<file path="config.mk">
export PLATFORM = sky130hd
export DESIGN_NAME = looped_phase_accumulator_unit
export DESIGN_NICKNAME = d
export VERILOG_FILES = /design/src/rtl/core/lpa_pkg.sv /design/src/rtl/core/lpa_cfg.sv /design/src/rtl/core/lpa_rem.sv /design/src/rtl/core/looped_phase_accumulator_unit.sv
export SDC_FILE = /design/constraint.sdc
export NUM_CORES = 2
export LEC_CHECK = 0
export BUFFER_PORTS_ARGS = -buffer_cell sky130_fd_sc_hd__buf_2
export CORE_ASPECT_RATIO = 0.9
export CORE_UTILIZATION = 40
export DETAILED_ROUTE_END_ITERATION = 8
export SYNTH_ARGS = -nofsm -noshare
export SYNTH_HDL_FRONTEND = slang
export SYNTH_HIERARCHICAL = 1
export SYNTH_SLANG_ARGS = --single-unit
</file>
<file path="constraint.sdc">
create_clock -name clk -period 25.1 [get_ports clk]
set_input_delay 6.275 -clock clk [delete_from_list [all_inputs] [get_ports clk]]
set_output_delay 6.275 -clock clk [all_outputs]
set_load 0.05 [all_outputs]
</file>
<file path="src/rtl/core/lpa_pkg.sv">
// shared types, constants and helpers for the looped phase accumulator
`timescale 1ns / 1ps

package lpa_pkg;

  localparam int PHASE_W  = 32;
  localparam int POS_W    = 31;
  localparam int DIV_BITS = 33;
  localparam int CNT_W    = $clog2(DIV_BITS);
  localparam int IDX_W    = 3;

  typedef logic [1:0] op_t;
  localparam op_t OP_TICK    = 2'd0;
  localparam op_t OP_RESTART = 2'd1;
  localparam op_t OP_LOAD    = 2'd2;

  typedef logic [IDX_W-1:0] reg_idx_t;
  localparam reg_idx_t REG_RATE  = 3'd0;
  localparam reg_idx_t REG_FRONT = 3'd1;
  localparam reg_idx_t REG_BACK  = 3'd2;
  localparam reg_idx_t REG_CYCLE = 3'd3;
  localparam reg_idx_t REG_WEND  = 3'd4;

  localparam logic signed [33:0] PHASE_MAX = 34'sd2147483647;
  localparam logic signed [33:0] PHASE_MIN = -34'sd2147483648;

  // effective loop window and mode, as seen by the sequencer
  typedef struct packed {
    logic [POS_W-1:0] front;
    logic [POS_W-1:0] back;
    logic [POS_W-1:0] len;
    logic             rate_pos;
    logic             cycle;
    logic             recheck;
  } win_t;

  typedef struct packed {
    logic                start;
    logic                neg;
    logic [DIV_BITS-1:0] mag;
    logic [POS_W-1:0]    divisor;
  } rem_req_t;

  typedef struct packed {
    logic                      done;
    logic signed [PHASE_W-1:0] remainder;
  } rem_rsp_t;

  function automatic logic in_window(input logic signed [33:0] p,
                                     input logic [POS_W-1:0] f,
                                     input logic [POS_W-1:0] b);
    logic lo_ok;
    logic hi_ok;
    lo_ok = p >= $signed({3'b000, f});
    hi_ok = p <= $signed({3'b000, b});
    return lo_ok && hi_ok;
  endfunction

  function automatic logic signed [PHASE_W-1:0] sat32(input logic signed [33:0] v);
    logic signed [PHASE_W-1:0] r;
    if (v > PHASE_MAX) begin
      r = PHASE_MAX[PHASE_W-1:0];
    end else if (v < PHASE_MIN) begin
      r = PHASE_MIN[PHASE_W-1:0];
    end else begin
      r = v[PHASE_W-1:0];
    end
    return r;
  endfunction

endpackage

</file>
<file path="src/rtl/core/lpa_cfg.sv">
// configuration registers and registered effective loop window
`timescale 1ns / 1ps

module lpa_cfg (
  input  logic                               clk,
  input  logic                               rst,
  input  logic                               wr_en,
  input  lpa_pkg::reg_idx_t                  wr_index,
  input  logic [lpa_pkg::PHASE_W-1:0]        wr_data,
  output logic signed [lpa_pkg::PHASE_W-1:0] rate,
  output lpa_pkg::win_t                      win,
  output logic                               busy
);
  import lpa_pkg::*;

  logic signed [PHASE_W-1:0] rate_step;
  logic signed [PHASE_W-1:0] front_point;
  logic signed [PHASE_W-1:0] back_point;
  logic                      cycle_enable;
  logic [POS_W-1:0]          wave_end;

  logic [1:0]       settle;
  logic             touched;
  logic [POS_W-1:0] eff_front;
  logic [POS_W-1:0] eff_back;
  logic [POS_W-1:0] len;
  logic             rate_pos;
  logic [POS_W-1:0] eff_front_next;
  logic [POS_W-1:0] eff_back_next;
  logic [POS_W-1:0] len_next;

  always_comb begin
    eff_front_next = front_point[PHASE_W-1] ? '0 : front_point[POS_W-1:0];
    if (back_point[PHASE_W-1]) begin
      eff_back_next = wave_end;
    end else if (back_point[POS_W-1:0] < wave_end) begin
      eff_back_next = back_point[POS_W-1:0];
    end else begin
      eff_back_next = wave_end;
    end
    // inverted window uses the magnitude of the length
    if (eff_back >= eff_front) begin
      len_next = eff_back - eff_front;
    end else begin
      len_next = eff_front - eff_back;
    end
  end

  always_ff @(posedge clk) begin
    if (rst) begin
      rate_step    <= 32'sd4096;
      front_point  <= '0;
      back_point   <= -32'sd1;
      cycle_enable <= 1'b0;
      wave_end     <= '0;
      settle       <= 2'd2;
      touched      <= 1'b0;
      eff_front    <= '0;
      eff_back     <= '0;
      len          <= '0;
      rate_pos     <= 1'b1;
    end else begin
      eff_front <= eff_front_next;
      eff_back  <= eff_back_next;
      len       <= len_next;
      rate_pos  <= !rate_step[PHASE_W-1] && (rate_step != '0);
      if (wr_en) begin
        settle <= 2'd2;
        case (wr_index)
          REG_RATE:  rate_step <= wr_data;
          REG_FRONT: begin
            front_point <= wr_data;
            touched     <= 1'b1;
          end
          REG_BACK: begin
            back_point <= wr_data;
            touched    <= 1'b1;
          end
          REG_CYCLE: cycle_enable <= wr_data[0];
          REG_WEND: begin
            wave_end <= wr_data[POS_W-1:0];
            touched  <= 1'b1;
          end
          default: ;
        endcase
      end else if (settle != 2'd0) begin
        settle <= settle - 2'd1;
        if (settle == 2'd1) begin
          touched <= 1'b0;
        end
      end
    end
  end

  assign rate         = rate_step;
  assign busy         = settle != 2'd0;
  assign win.front    = eff_front;
  assign win.back     = eff_back;
  assign win.len      = len;
  assign win.rate_pos = rate_pos;
  assign win.cycle    = cycle_enable;
  assign win.recheck  = (settle == 2'd1) && touched;

endmodule

</file>
<file path="src/rtl/core/lpa_rem.sv">
// bit-serial truncated remainder unit, one dividend bit per cycle
`timescale 1ns / 1ps

module lpa_rem (
  input  logic               clk,
  input  logic               rst,
  input  lpa_pkg::rem_req_t  req,
  output lpa_pkg::rem_rsp_t  rsp
);
  import lpa_pkg::*;

  typedef enum logic [1:0] {R_IDLE, R_RUN, R_FIX} rstate_t;

  rstate_t             state;
  logic [CNT_W-1:0]    count;
  logic [DIV_BITS-1:0] mag;
  logic [POS_W-1:0]    divisor;
  logic                neg;
  logic [POS_W-1:0]    rem;
  logic [POS_W:0]      trial;
  logic [POS_W:0]      diff;
  logic [POS_W-1:0]    rem_next;

  always_comb begin
    trial = {rem, mag[DIV_BITS-1]};
    diff  = trial - {1'b0, divisor};
    if (trial >= {1'b0, divisor}) begin
      rem_next = diff[POS_W-1:0];
    end else begin
      rem_next = trial[POS_W-1:0];
    end
  end

  always_ff @(posedge clk) begin
    if (rst) begin
      state    <= R_IDLE;
      rsp.done <= 1'b0;
    end else begin
      rsp.done <= (state == R_FIX);
      case (state)
        R_IDLE: begin
          if (req.start) begin
            mag     <= req.mag;
            divisor <= req.divisor;
            neg     <= req.neg;
            rem     <= '0;
            count   <= CNT_W'(DIV_BITS - 1);
            state   <= R_RUN;
          end
        end
        R_RUN: begin
          rem <= rem_next;
          mag <= {mag[DIV_BITS-2:0], 1'b0};
          if (count == '0) begin
            state <= R_FIX;
          end else begin
            count <= count - 1'b1;
          end
        end
        R_FIX: begin
          // remainder takes the sign of the dividend
          rsp.remainder <= neg ? -$signed({1'b0, rem}) : $signed({1'b0, rem});
          state         <= R_IDLE;
        end
        default: state <= R_IDLE;
      endcase
    end
  end

endmodule

</file>
<file path="src/rtl/core/looped_phase_accumulator_unit.sv">
// looped phase accumulator: sequencer, phase state and output register
`timescale 1ns / 1ps
//
// Input channel (in_valid/in_stall) takes one item: an opcode and new_phase.
// Tick reports the current phase and flag, then advances by rate_step;
// restart jumps to the loop front; load sets new_phase. Output channel
// (out_valid/out_stall) returns one item per input item, in order.
// The result is registered the cycle after acceptance. Restart, load and the
// unused code leave the block idle, so they can follow one per cycle while
// the output is not stalled. A tick that does not wrap, or wraps onto an
// empty loop, passes through the window check before the block is idle
// again; a tick that wraps in cycle mode also runs the bit-serial remainder
// unit, which shifts the 33 dividend bits through one subtract-and-compare
// stage. Configuration writes (wr_en/wr_index/wr_data) are to be made only
// while the block is idle; the block itself does not enforce this. The
// window then settles while in_stall is high. Reset restores the register
// defaults, sets the phase to zero with its flag set, and holds in_stall
// high while the window settles. While out_stall is high the result holds
// and no new item is taken until it leaves.
//
module looped_phase_accumulator_unit (
  input  logic                               clk,
  input  logic                               rst,
  input  logic                               in_valid,
  output logic                               in_stall,
  input  lpa_pkg::op_t                       opcode,
  input  logic signed [lpa_pkg::PHASE_W-1:0] new_phase,
  output logic                               out_valid,
  input  logic                               out_stall,
  output logic signed [lpa_pkg::PHASE_W-1:0] phase_out,
  output logic                               phase_valid,
  input  logic                               wr_en,
  input  lpa_pkg::reg_idx_t                  wr_index,
  input  logic [lpa_pkg::PHASE_W-1:0]        wr_data
);
  import lpa_pkg::*;

  typedef enum logic [1:0] {ST_IDLE, ST_CHECK, ST_DIV} state_t;

  state_t                    state;
  logic signed [PHASE_W-1:0] phase_acc;
  logic                      phase_ok;
  logic signed [PHASE_W:0]   next_sum;

  logic signed [PHASE_W-1:0] rate;
  win_t                      win;
  logic                      cfg_busy;
  rem_req_t                  rem_req;
  rem_rsp_t                  rem_rsp;

  logic                      accept;
  logic signed [33:0]        next34;
  logic signed [33:0]        f34;
  logic signed [33:0]        b34;
  logic signed [33:0]        opa;
  logic signed [33:0]        opb;
  logic signed [33:0]        diff_ab;
  logic signed [33:0]        diff_ba;
  logic                      good;
  logic                      wrap;
  logic signed [33:0]        rem34;
  logic signed [33:0]        wrapped;

  lpa_cfg u_cfg (
    .clk      (clk),
    .rst      (rst),
    .wr_en    (wr_en),
    .wr_index (wr_index),
    .wr_data  (wr_data),
    .rate     (rate),
    .win      (win),
    .busy     (cfg_busy)
  );

  lpa_rem u_rem (
    .clk (clk),
    .rst (rst),
    .req (rem_req),
    .rsp (rem_rsp)
  );

  assign in_stall = !((state == ST_IDLE) && !cfg_busy && (!out_valid || !out_stall));
  assign accept   = in_valid && !in_stall;

  always_comb begin
    next34  = {next_sum[PHASE_W], next_sum};
    f34     = {3'b000, win.front};
    b34     = {3'b000, win.back};
    good    = in_window(next34, win.front, win.back);
    wrap    = win.cycle && !good;
    // forward rates measure from the front, others from the back
    opa     = win.rate_pos ? next34 : b34;
    opb     = win.rate_pos ? f34 : next34;
    diff_ab = opa - opb;
    diff_ba = opb - opa;
    rem_req.start   = (state == ST_CHECK) && wrap && (win.len != '0);
    rem_req.neg     = diff_ab[33];
    rem_req.mag     = diff_ab[33] ? diff_ba[DIV_BITS-1:0] : diff_ab[DIV_BITS-1:0];
    rem_req.divisor = win.len;
    rem34   = {{2{rem_rsp.remainder[PHASE_W-1]}}, rem_rsp.remainder};
    wrapped = win.rate_pos ? (f34 + rem34) : (b34 - rem34);
  end

  always_ff @(posedge clk) begin
    if (rst) begin
      state     <= ST_IDLE;
      phase_acc <= '0;
      phase_ok  <= 1'b1;
      out_valid <= 1'b0;
    end else begin
      if (accept) begin
        out_valid <= 1'b1;
      end else if (out_valid && !out_stall) begin
        out_valid <= 1'b0;
      end
      if (win.recheck) begin
        phase_ok <= in_window({{2{phase_acc[PHASE_W-1]}}, phase_acc}, win.front, win.back);
      end
      case (state)
        ST_IDLE: begin
          if (accept) begin
            case (opcode)
              OP_TICK: begin
                phase_out   <= phase_acc;
                phase_valid <= phase_ok;
                next_sum    <= {phase_acc[PHASE_W-1], phase_acc} + {rate[PHASE_W-1], rate};
                state       <= ST_CHECK;
              end
              OP_RESTART: begin
                phase_acc   <= {1'b0, win.front};
                phase_ok    <= 1'b1;
                phase_out   <= {1'b0, win.front};
                phase_valid <= 1'b1;
              end
              OP_LOAD: begin
                phase_acc   <= new_phase;
                phase_ok    <= in_window({{2{new_phase[PHASE_W-1]}}, new_phase},
                                         win.front, win.back);
                phase_out   <= new_phase;
                phase_valid <= in_window({{2{new_phase[PHASE_W-1]}}, new_phase},
                                         win.front, win.back);
              end
              default: begin
                phase_out   <= phase_acc;
                phase_valid <= phase_ok;
              end
            endcase
          end
        end
        ST_CHECK: begin
          if (!wrap) begin
            phase_acc <= sat32(next34);
            phase_ok  <= good;
            state     <= ST_IDLE;
          end else if (win.len == '0) begin
            // zero-length loop parks at the front
            phase_acc <= {1'b0, win.front};
            phase_ok  <= 1'b1;
            state     <= ST_IDLE;
          end else begin
            state <= ST_DIV;
          end
        end
        ST_DIV: begin
          if (rem_rsp.done) begin
            phase_acc <= sat32(wrapped);
            phase_ok  <= 1'b1;
            state     <= ST_IDLE;
          end
        end
        default: state <= ST_IDLE;
      endcase
    end
  end

  a_done_in_div: assert property (@(posedge clk) disable iff (rst)
    rem_rsp.done |-> state == ST_DIV)
    else $error("remainder finished outside the wrap phase");

  a_wrap_sets_ok: assert property (@(posedge clk) disable iff (rst)
    (state == ST_DIV && rem_rsp.done) |=> phase_ok)
    else $error("wrapped step left phase flag clear");

  a_accept_gives_result: assert property (@(posedge clk) disable iff (rst)
    accept |=> out_valid)
    else $error("accepted item produced no result");

  a_tick_checks: assert property (@(posedge clk) disable iff (rst)
    (accept && opcode == OP_TICK) |=> state == ST_CHECK)
    else $error("tick did not enter window check");

endmodule
</file>
======== Word-level counts from Yosys, hierarchy flattened ========
Index checks and enable logic that the tools add are counted.
operators by class
  add/subtract/negate cells ............... 11
  $lt $le $gt $ge ......................... 13
  eq/ne operators ......................... 19
  muxes and demuxes ....................... 49
  bitwise logic cells ..................... 1
  reduce and logical (&&, ||, !) cells .... 51
operator list
  kind                                                                            number
  32-bit two-way mux                                                              8
  31-bit two-way mux                                                              6
  34-bit two-way mux                                                              3
  32-bit one-hot mux with 3 select lines                                          1
  31-bit subtractor                                                               3
  32-bit by 32-bit adder with 33-bit output                                       2
  33-bit two-way mux                                                              2
  33-bit one-hot mux with 2 select lines                                          1
  32-bit >= comparator                                                            2
  32-bit less-or-equal comparator                                                 2
  32-bit one-hot mux with 2 select lines                                          1
  31-bit one-hot mux with 2 select lines                                          1
  34-bit by 32-bit > comparator with 1-bit output, second input constant          1
  34-bit by 32-bit less-than comparator with 1-bit output, second input constant  1
  34-bit subtractor                                                               1
  33-bit by 32-bit >= comparator with 1-bit output                                1
  33-bit by 32-bit > comparator with 1-bit output, second input constant          1
  33-bit by 32-bit less-or-equal comparator with 1-bit output                     1
  33-bit by 32-bit less-than comparator with 1-bit output, second input constant  1
  32-bit by 32-bit subtractor with 33-bit output                                  1
  33-bit subtractor                                                               1
  32-bit by 31-bit >= comparator with 1-bit output                                1
  31-bit negator with 32-bit output                                               1
  32-bit nonzero test                                                             1
  other kinds (36)                                                                100
storage, ports and cells
  register bits after elaboration ......... 464
  output and inout bits ................... 35

======== Longest topological paths before layout ========
  depth after elaboration ................. 8
  depth in mapped cells ................... 22
  mapped depth without buffers ............ 18

======== Cells and area by module ========
Netlist, hierarchy kept.
modules (own cells, without submodules)
  module                         times used  cells each  area each (µm²)  seq. area each (µm²)
  looped_phase_accumulator_unit  1           2468        19057.0          2702.6
  lpa_cfg                        1           1464        12059.1          4504.3
  lpa_rem                        1           704         7378.3           4083.9

======== Worst setup path after synthesis ========
Ideal clock, no wire load.
  kind .................................... in2out
  start point ............................. input port out_stall
  end point ............................... output port in_stall
  data arrival time ....................... 6.792 ns
  slack ................................... 12.033 ns
  stages .................................. 2
  cells stage by stage .................... nand2_1 > nand3b_1
on the way
  cells in the longest elaborated chain, start to end .. 4
RTL lines
  item               RTL line                             source
  start, declared    looped_phase_accumulator_unit.sv:29  input logic out_stall,
  1-bit zero test    looped_phase_accumulator_unit.sv:82  assign in_stall = !((state == ST_IDLE) && !cfg_busy && (!out_valid || !out_stall));
  1-bit logical OR   looped_phase_accumulator_unit.sv:82
  1-bit logical AND  looped_phase_accumulator_unit.sv:82
  1-bit zero test    looped_phase_accumulator_unit.sv:82
  end, declared      looped_phase_accumulator_unit.sv:25  output logic in_stall,
Every way passes these cells.

======== Worst setup path in the final report ========
Ends and elaborated chain as after synthesis.

==> summary by stage <==
Cells and area
The flip-flop and latch area is 0.0113 mm². The final-stage net count is 5194. The multi-input combinational cell area is 0.0249 mm². The number of fillers in the final layout is 9618.

In the final layout, the share of cells above drive strength 1 is 0.0712. The post-synthesis to final-layout area growth is 8.84%. Measured on the finished design, the core utilization comes to 0.441.

Synthesis
During synthesis, Yosys emitted a total of 6 warnings. The synthesized netlist contains 103 unique library cells. The post-synthesis share of cell area spent on and, or, nand and nor gates is 0.176. The synthesized area is 0.0385 mm².

After synthesis, the most frequently instantiated cells are 531 x nand2_1, 478 x ha_1, 454 x a21oi_1. The share of the Yosys chip area taken by registers is 0.293. By area the synthesized netlist is led by edfxtp_1 16%, ha_1 16%, dfxtp_1 14%. The largest family of logic cells by synthesized area is compound AO/OA/AOI/OAI gates. Of the total synthesized cell area, the portion taken by full adders, half adders and majority gates is 0.162.

The number of enable flip-flop cells after synthesis is 200. The cell type with the largest total area after synthesis is edfxtp_1. The post-synthesis cell count is 4636.

The share of synthesized area in the top cell type comes to 0.156. Of the total synthesized cell area, the portion taken by XOR and XNOR cells is 0.0416. The synthesized netlist net count is roughly 5200.

The share of flip-flops with an asynchronous set or reset is 0. The mux cell area share after synthesis is 0.0339. The top flip-flop cell by instance count after synthesis is dfxtp_1. The flop and latch count out of synthesis is 464.

The post-synthesis compound-gate area fraction came to 0.231. The cell with the most instances after synthesis is nand2_1. The average instance area after synthesis is 8.30 µm².

Min path
The startpoint of the tightest hold check path is u_cfg/len[26]$_SDFF_PP0_. The min-delay analysis places its worst path in the category reg -> reg. The number of cells on the worst hold path is 0. The path with the worst hold slack has its endpoint at u_rem/divisor[26]$_DFFE_PP_.

Clock network
The clock buffer count from CTS is 50. Gates resized during post-CTS repair numbered 0. The total clock sinks is between 400 and 500. The root buffer cell chosen for the clock tree is clkbuf_16. The number of buffers added to fix hold violations after cts is 0. The later-pin clock latency in the skew report is 0.67 ns. The H-tree generated during clock tree synthesis spans 2 levels. The buffer levels on the longest clock path is 3.

The number of setup buffers added after CTS is 0. The clock input transition at the sequential cells of the worst setup and hold paths is 0.06 ns. The clock tree from TritonCTS is done.

Critical path
The internal reg-to-reg setup slack is 19.44 ns. The sort of element at the end of the critical path is an output pin. The number of cells on the worst reg-to-reg path is 18. The start of the worst register-to-register path is u_cfg/rate_pos$_SDFF_PP1_. The capturing point of the worst reg2reg path is u_rem/mag[16]$_DFFE_PP_. The critical path launch point type is an input port. The worst path arrival time is 6.81 ns.

STA puts the critical path data required time at 18.82 ns. Of all nets on the critical path, the largest fanout is 3. The category of the most critical setup path is in -> out.

Run status
The final reports fail on design-rule violations. The flow ran to the end, but the final reports show violations.

Timing
Setup repair after global routing left no endpoint under its margin. Of the available clock period, the critical path in the final layout requires 0.521. In the final timing run, aggregate negative setup slack is 0 ns. The total count of max-transition violations in the final report is 0.

Setup violations remaining at the end of the flow were counted as 0. The maximum clock frequency is 76.4 MHz. The max-slew headroom at the worst pin is 0.0223.

For the pin with the worst max-slew slack, the measured transition is 1.46 ns. The final hold violation count is 0. The worst path in the final design needs a cycle of 13.09 ns, including I/O delays and setup.

On the final layout, the worst clock skew is 0.0726 ns.

Detailed routing
After detailed routing, the average wire length per cell comes to 23.6 µm. In the routed design, unresolved DRC markers number 16. The count of routing violations after the opening detailed-route iteration is 3710.

The detailed-route wire length is approximately 140000 µm. Once detail routing completed, the nets flagged for antenna violations numbered 0. Dividing the detail-routed via count by the number of cells gives just under 6. The routed layout has 34483 vias. The first detailed-routing pass ran for 7 iterations.

Power and ir drop
The worst-case IR drop observed on VDD is 0.0000525 V. The share of total power dissipated in sequential elements is 0.418. The clock group share of total power is 0.406.

In this run the power spent charging and discharging nets is roughly 600 µW. The leakage power is ~0.018 µW. The internal power contribution is approximately 1400 µW. The share of total power dissipated in combinational logic is 0.176.

Of the total power, the share spent switching nets is 0.296. Dividing total power by cell area gives a power density of roughly 48 mW/mm².

Placed design
Buffers placed on the I/O ports in this run total 108. The wire-length estimate of the detail-placed layout is 107000 µm. The final weighted congestion in routability-driven placement is 0.992.

Die
The initial core utilization is 0.405. The die covers 0.0975 mm². Measured along the y axis, the die boundary spans between 200 and 300 µm. The floorplan step defined a core boundary enclosing 0.0951 mm². approximately 110 I/O pins were placed. The horizontal die dimension is 329 µm. The number of rows created at floorplan is between 100 and 150.

Run
The number of maximum-capacitance constraint violations is 0.

Global route
The sum of overflow across all layers after global routing is 0. Entering global routing, the biggest net connects 166 pins. The initial antenna violation count is 18.

The first global-routing pass estimated 205000 µm of wire. Across every metal layer, demand over resource in global routing totals 0.281. The via count of the first global-routing pass was 31647.
[sequential cells by signal, summed over array words and instances (netlist names), 6 cells and up]
register and count:
u_rem/rsp 33, u_cfg/wave_end 31, u_rem/rem 31, u_rem/mag 33, u_cfg/len 31, u_rem/divisor 31
phase_out 32, u_cfg/eff_front 31, u_cfg/eff_back 31, u_rem/count 6, phase_acc 32, u_cfg/back_point 32
next_sum 33, u_cfg/front_point 32, u_cfg/rate 32
[critical path, cell delays in order]
cell	delay (ns)
buf_2	0.08
nand2_1	0.06
nand3b_1	0.11
buf_2	0.28
[cell usage in the layout, fill, tap and decap left out, types with 121 or more instances in the layout]
master / count
ha_1: 477
inv_1: 358
xnor2_1: 121
nand2_1: 531
dfxtp_1: 263
a21o_1: 187
nor2_1: 298
edfxtp_1: 200
a21oi_1: 454
o21ai_0: 211
[through the flow]
step	cell area (µm²)	cells	setup WS, ns	hold WS [ns]	power (µW)
6_report	41900	5928	12.01	0.444	2010
5_1_grt	41900	5927	11.98	0.455	2090
4_1_cts	41900	5927	12.01	0.444	2020
3_5_place_dp	40100	5835	12.01	0.431	1200
3_3_place_gp	40100	5835	12.00	0.426	1200
2_1_floorplan	38500	4636	12.03	0.409	1090
[cell type report]
cell class | instances | share of cell area
antenna | 1 | 0.0000597
clock buffer | 65 | 0.0333
clock inverter | 27 | 0.00950
inverter | 358 | 0.0321
multi-input combinational | 3596 | 0.595
sequential | 464 | 0.270
tap | 1253 | 0.0374
timing repair buffer | 164 | 0.0234
[how the worst max path moves through the flow]
stage | from | endpoint | slack, ns | cells past startpoint
floorplan | out_stall | in_stall | 12.03 | 2
global placement | out_stall | in_stall | 12.00 | 4
detailed placement | out_stall | in_stall | 12.01 | 4
CTS | out_stall | in_stall | 12.01 | 4
global route | out_stall | in_stall | 11.98 | 4
finish | out_stall | in_stall | 12.01 | 4
[per-layer routing]
metal	part of all wire	wire length, µm	up-vias	global-route usage
met3	0.084	11700	232	0.0527
met4	0.038	5310	2	0.100
met5	0.000079	11	-	0
li1	-	-	16607	-
met1	0.45	62700	16431	0.389
met2	0.43	60000	1211	0.434
[cell families (layout without fill, tap and decap cells)]
family | count (synthesis) | after routing
compound gates | 1366 | 1366
xor+xnor | 183 | 183
fa+ha+maj | 497 | 497
buf+inv | 576 | 614
flops | 464 | 464
mux | 127 | 127
other cells | 0 | 1
simple gates | 1423 | 1423
[power by group through the flow]
| stage | Clock, µW | Sequential (µW) | Combinational, µW |
|---|---|---|---|
| global placement | 0 | 858 | 344 |
| global route | 861 | 844 | 385 |
| floorplan | 0 | 846 | 244 |
| CTS | 833 | 842 | 347 |
| detailed placement | 0 | 858 | 346 |
| finish | 818 | 843 | 354 |
Power figures use the tool's default switching activity.
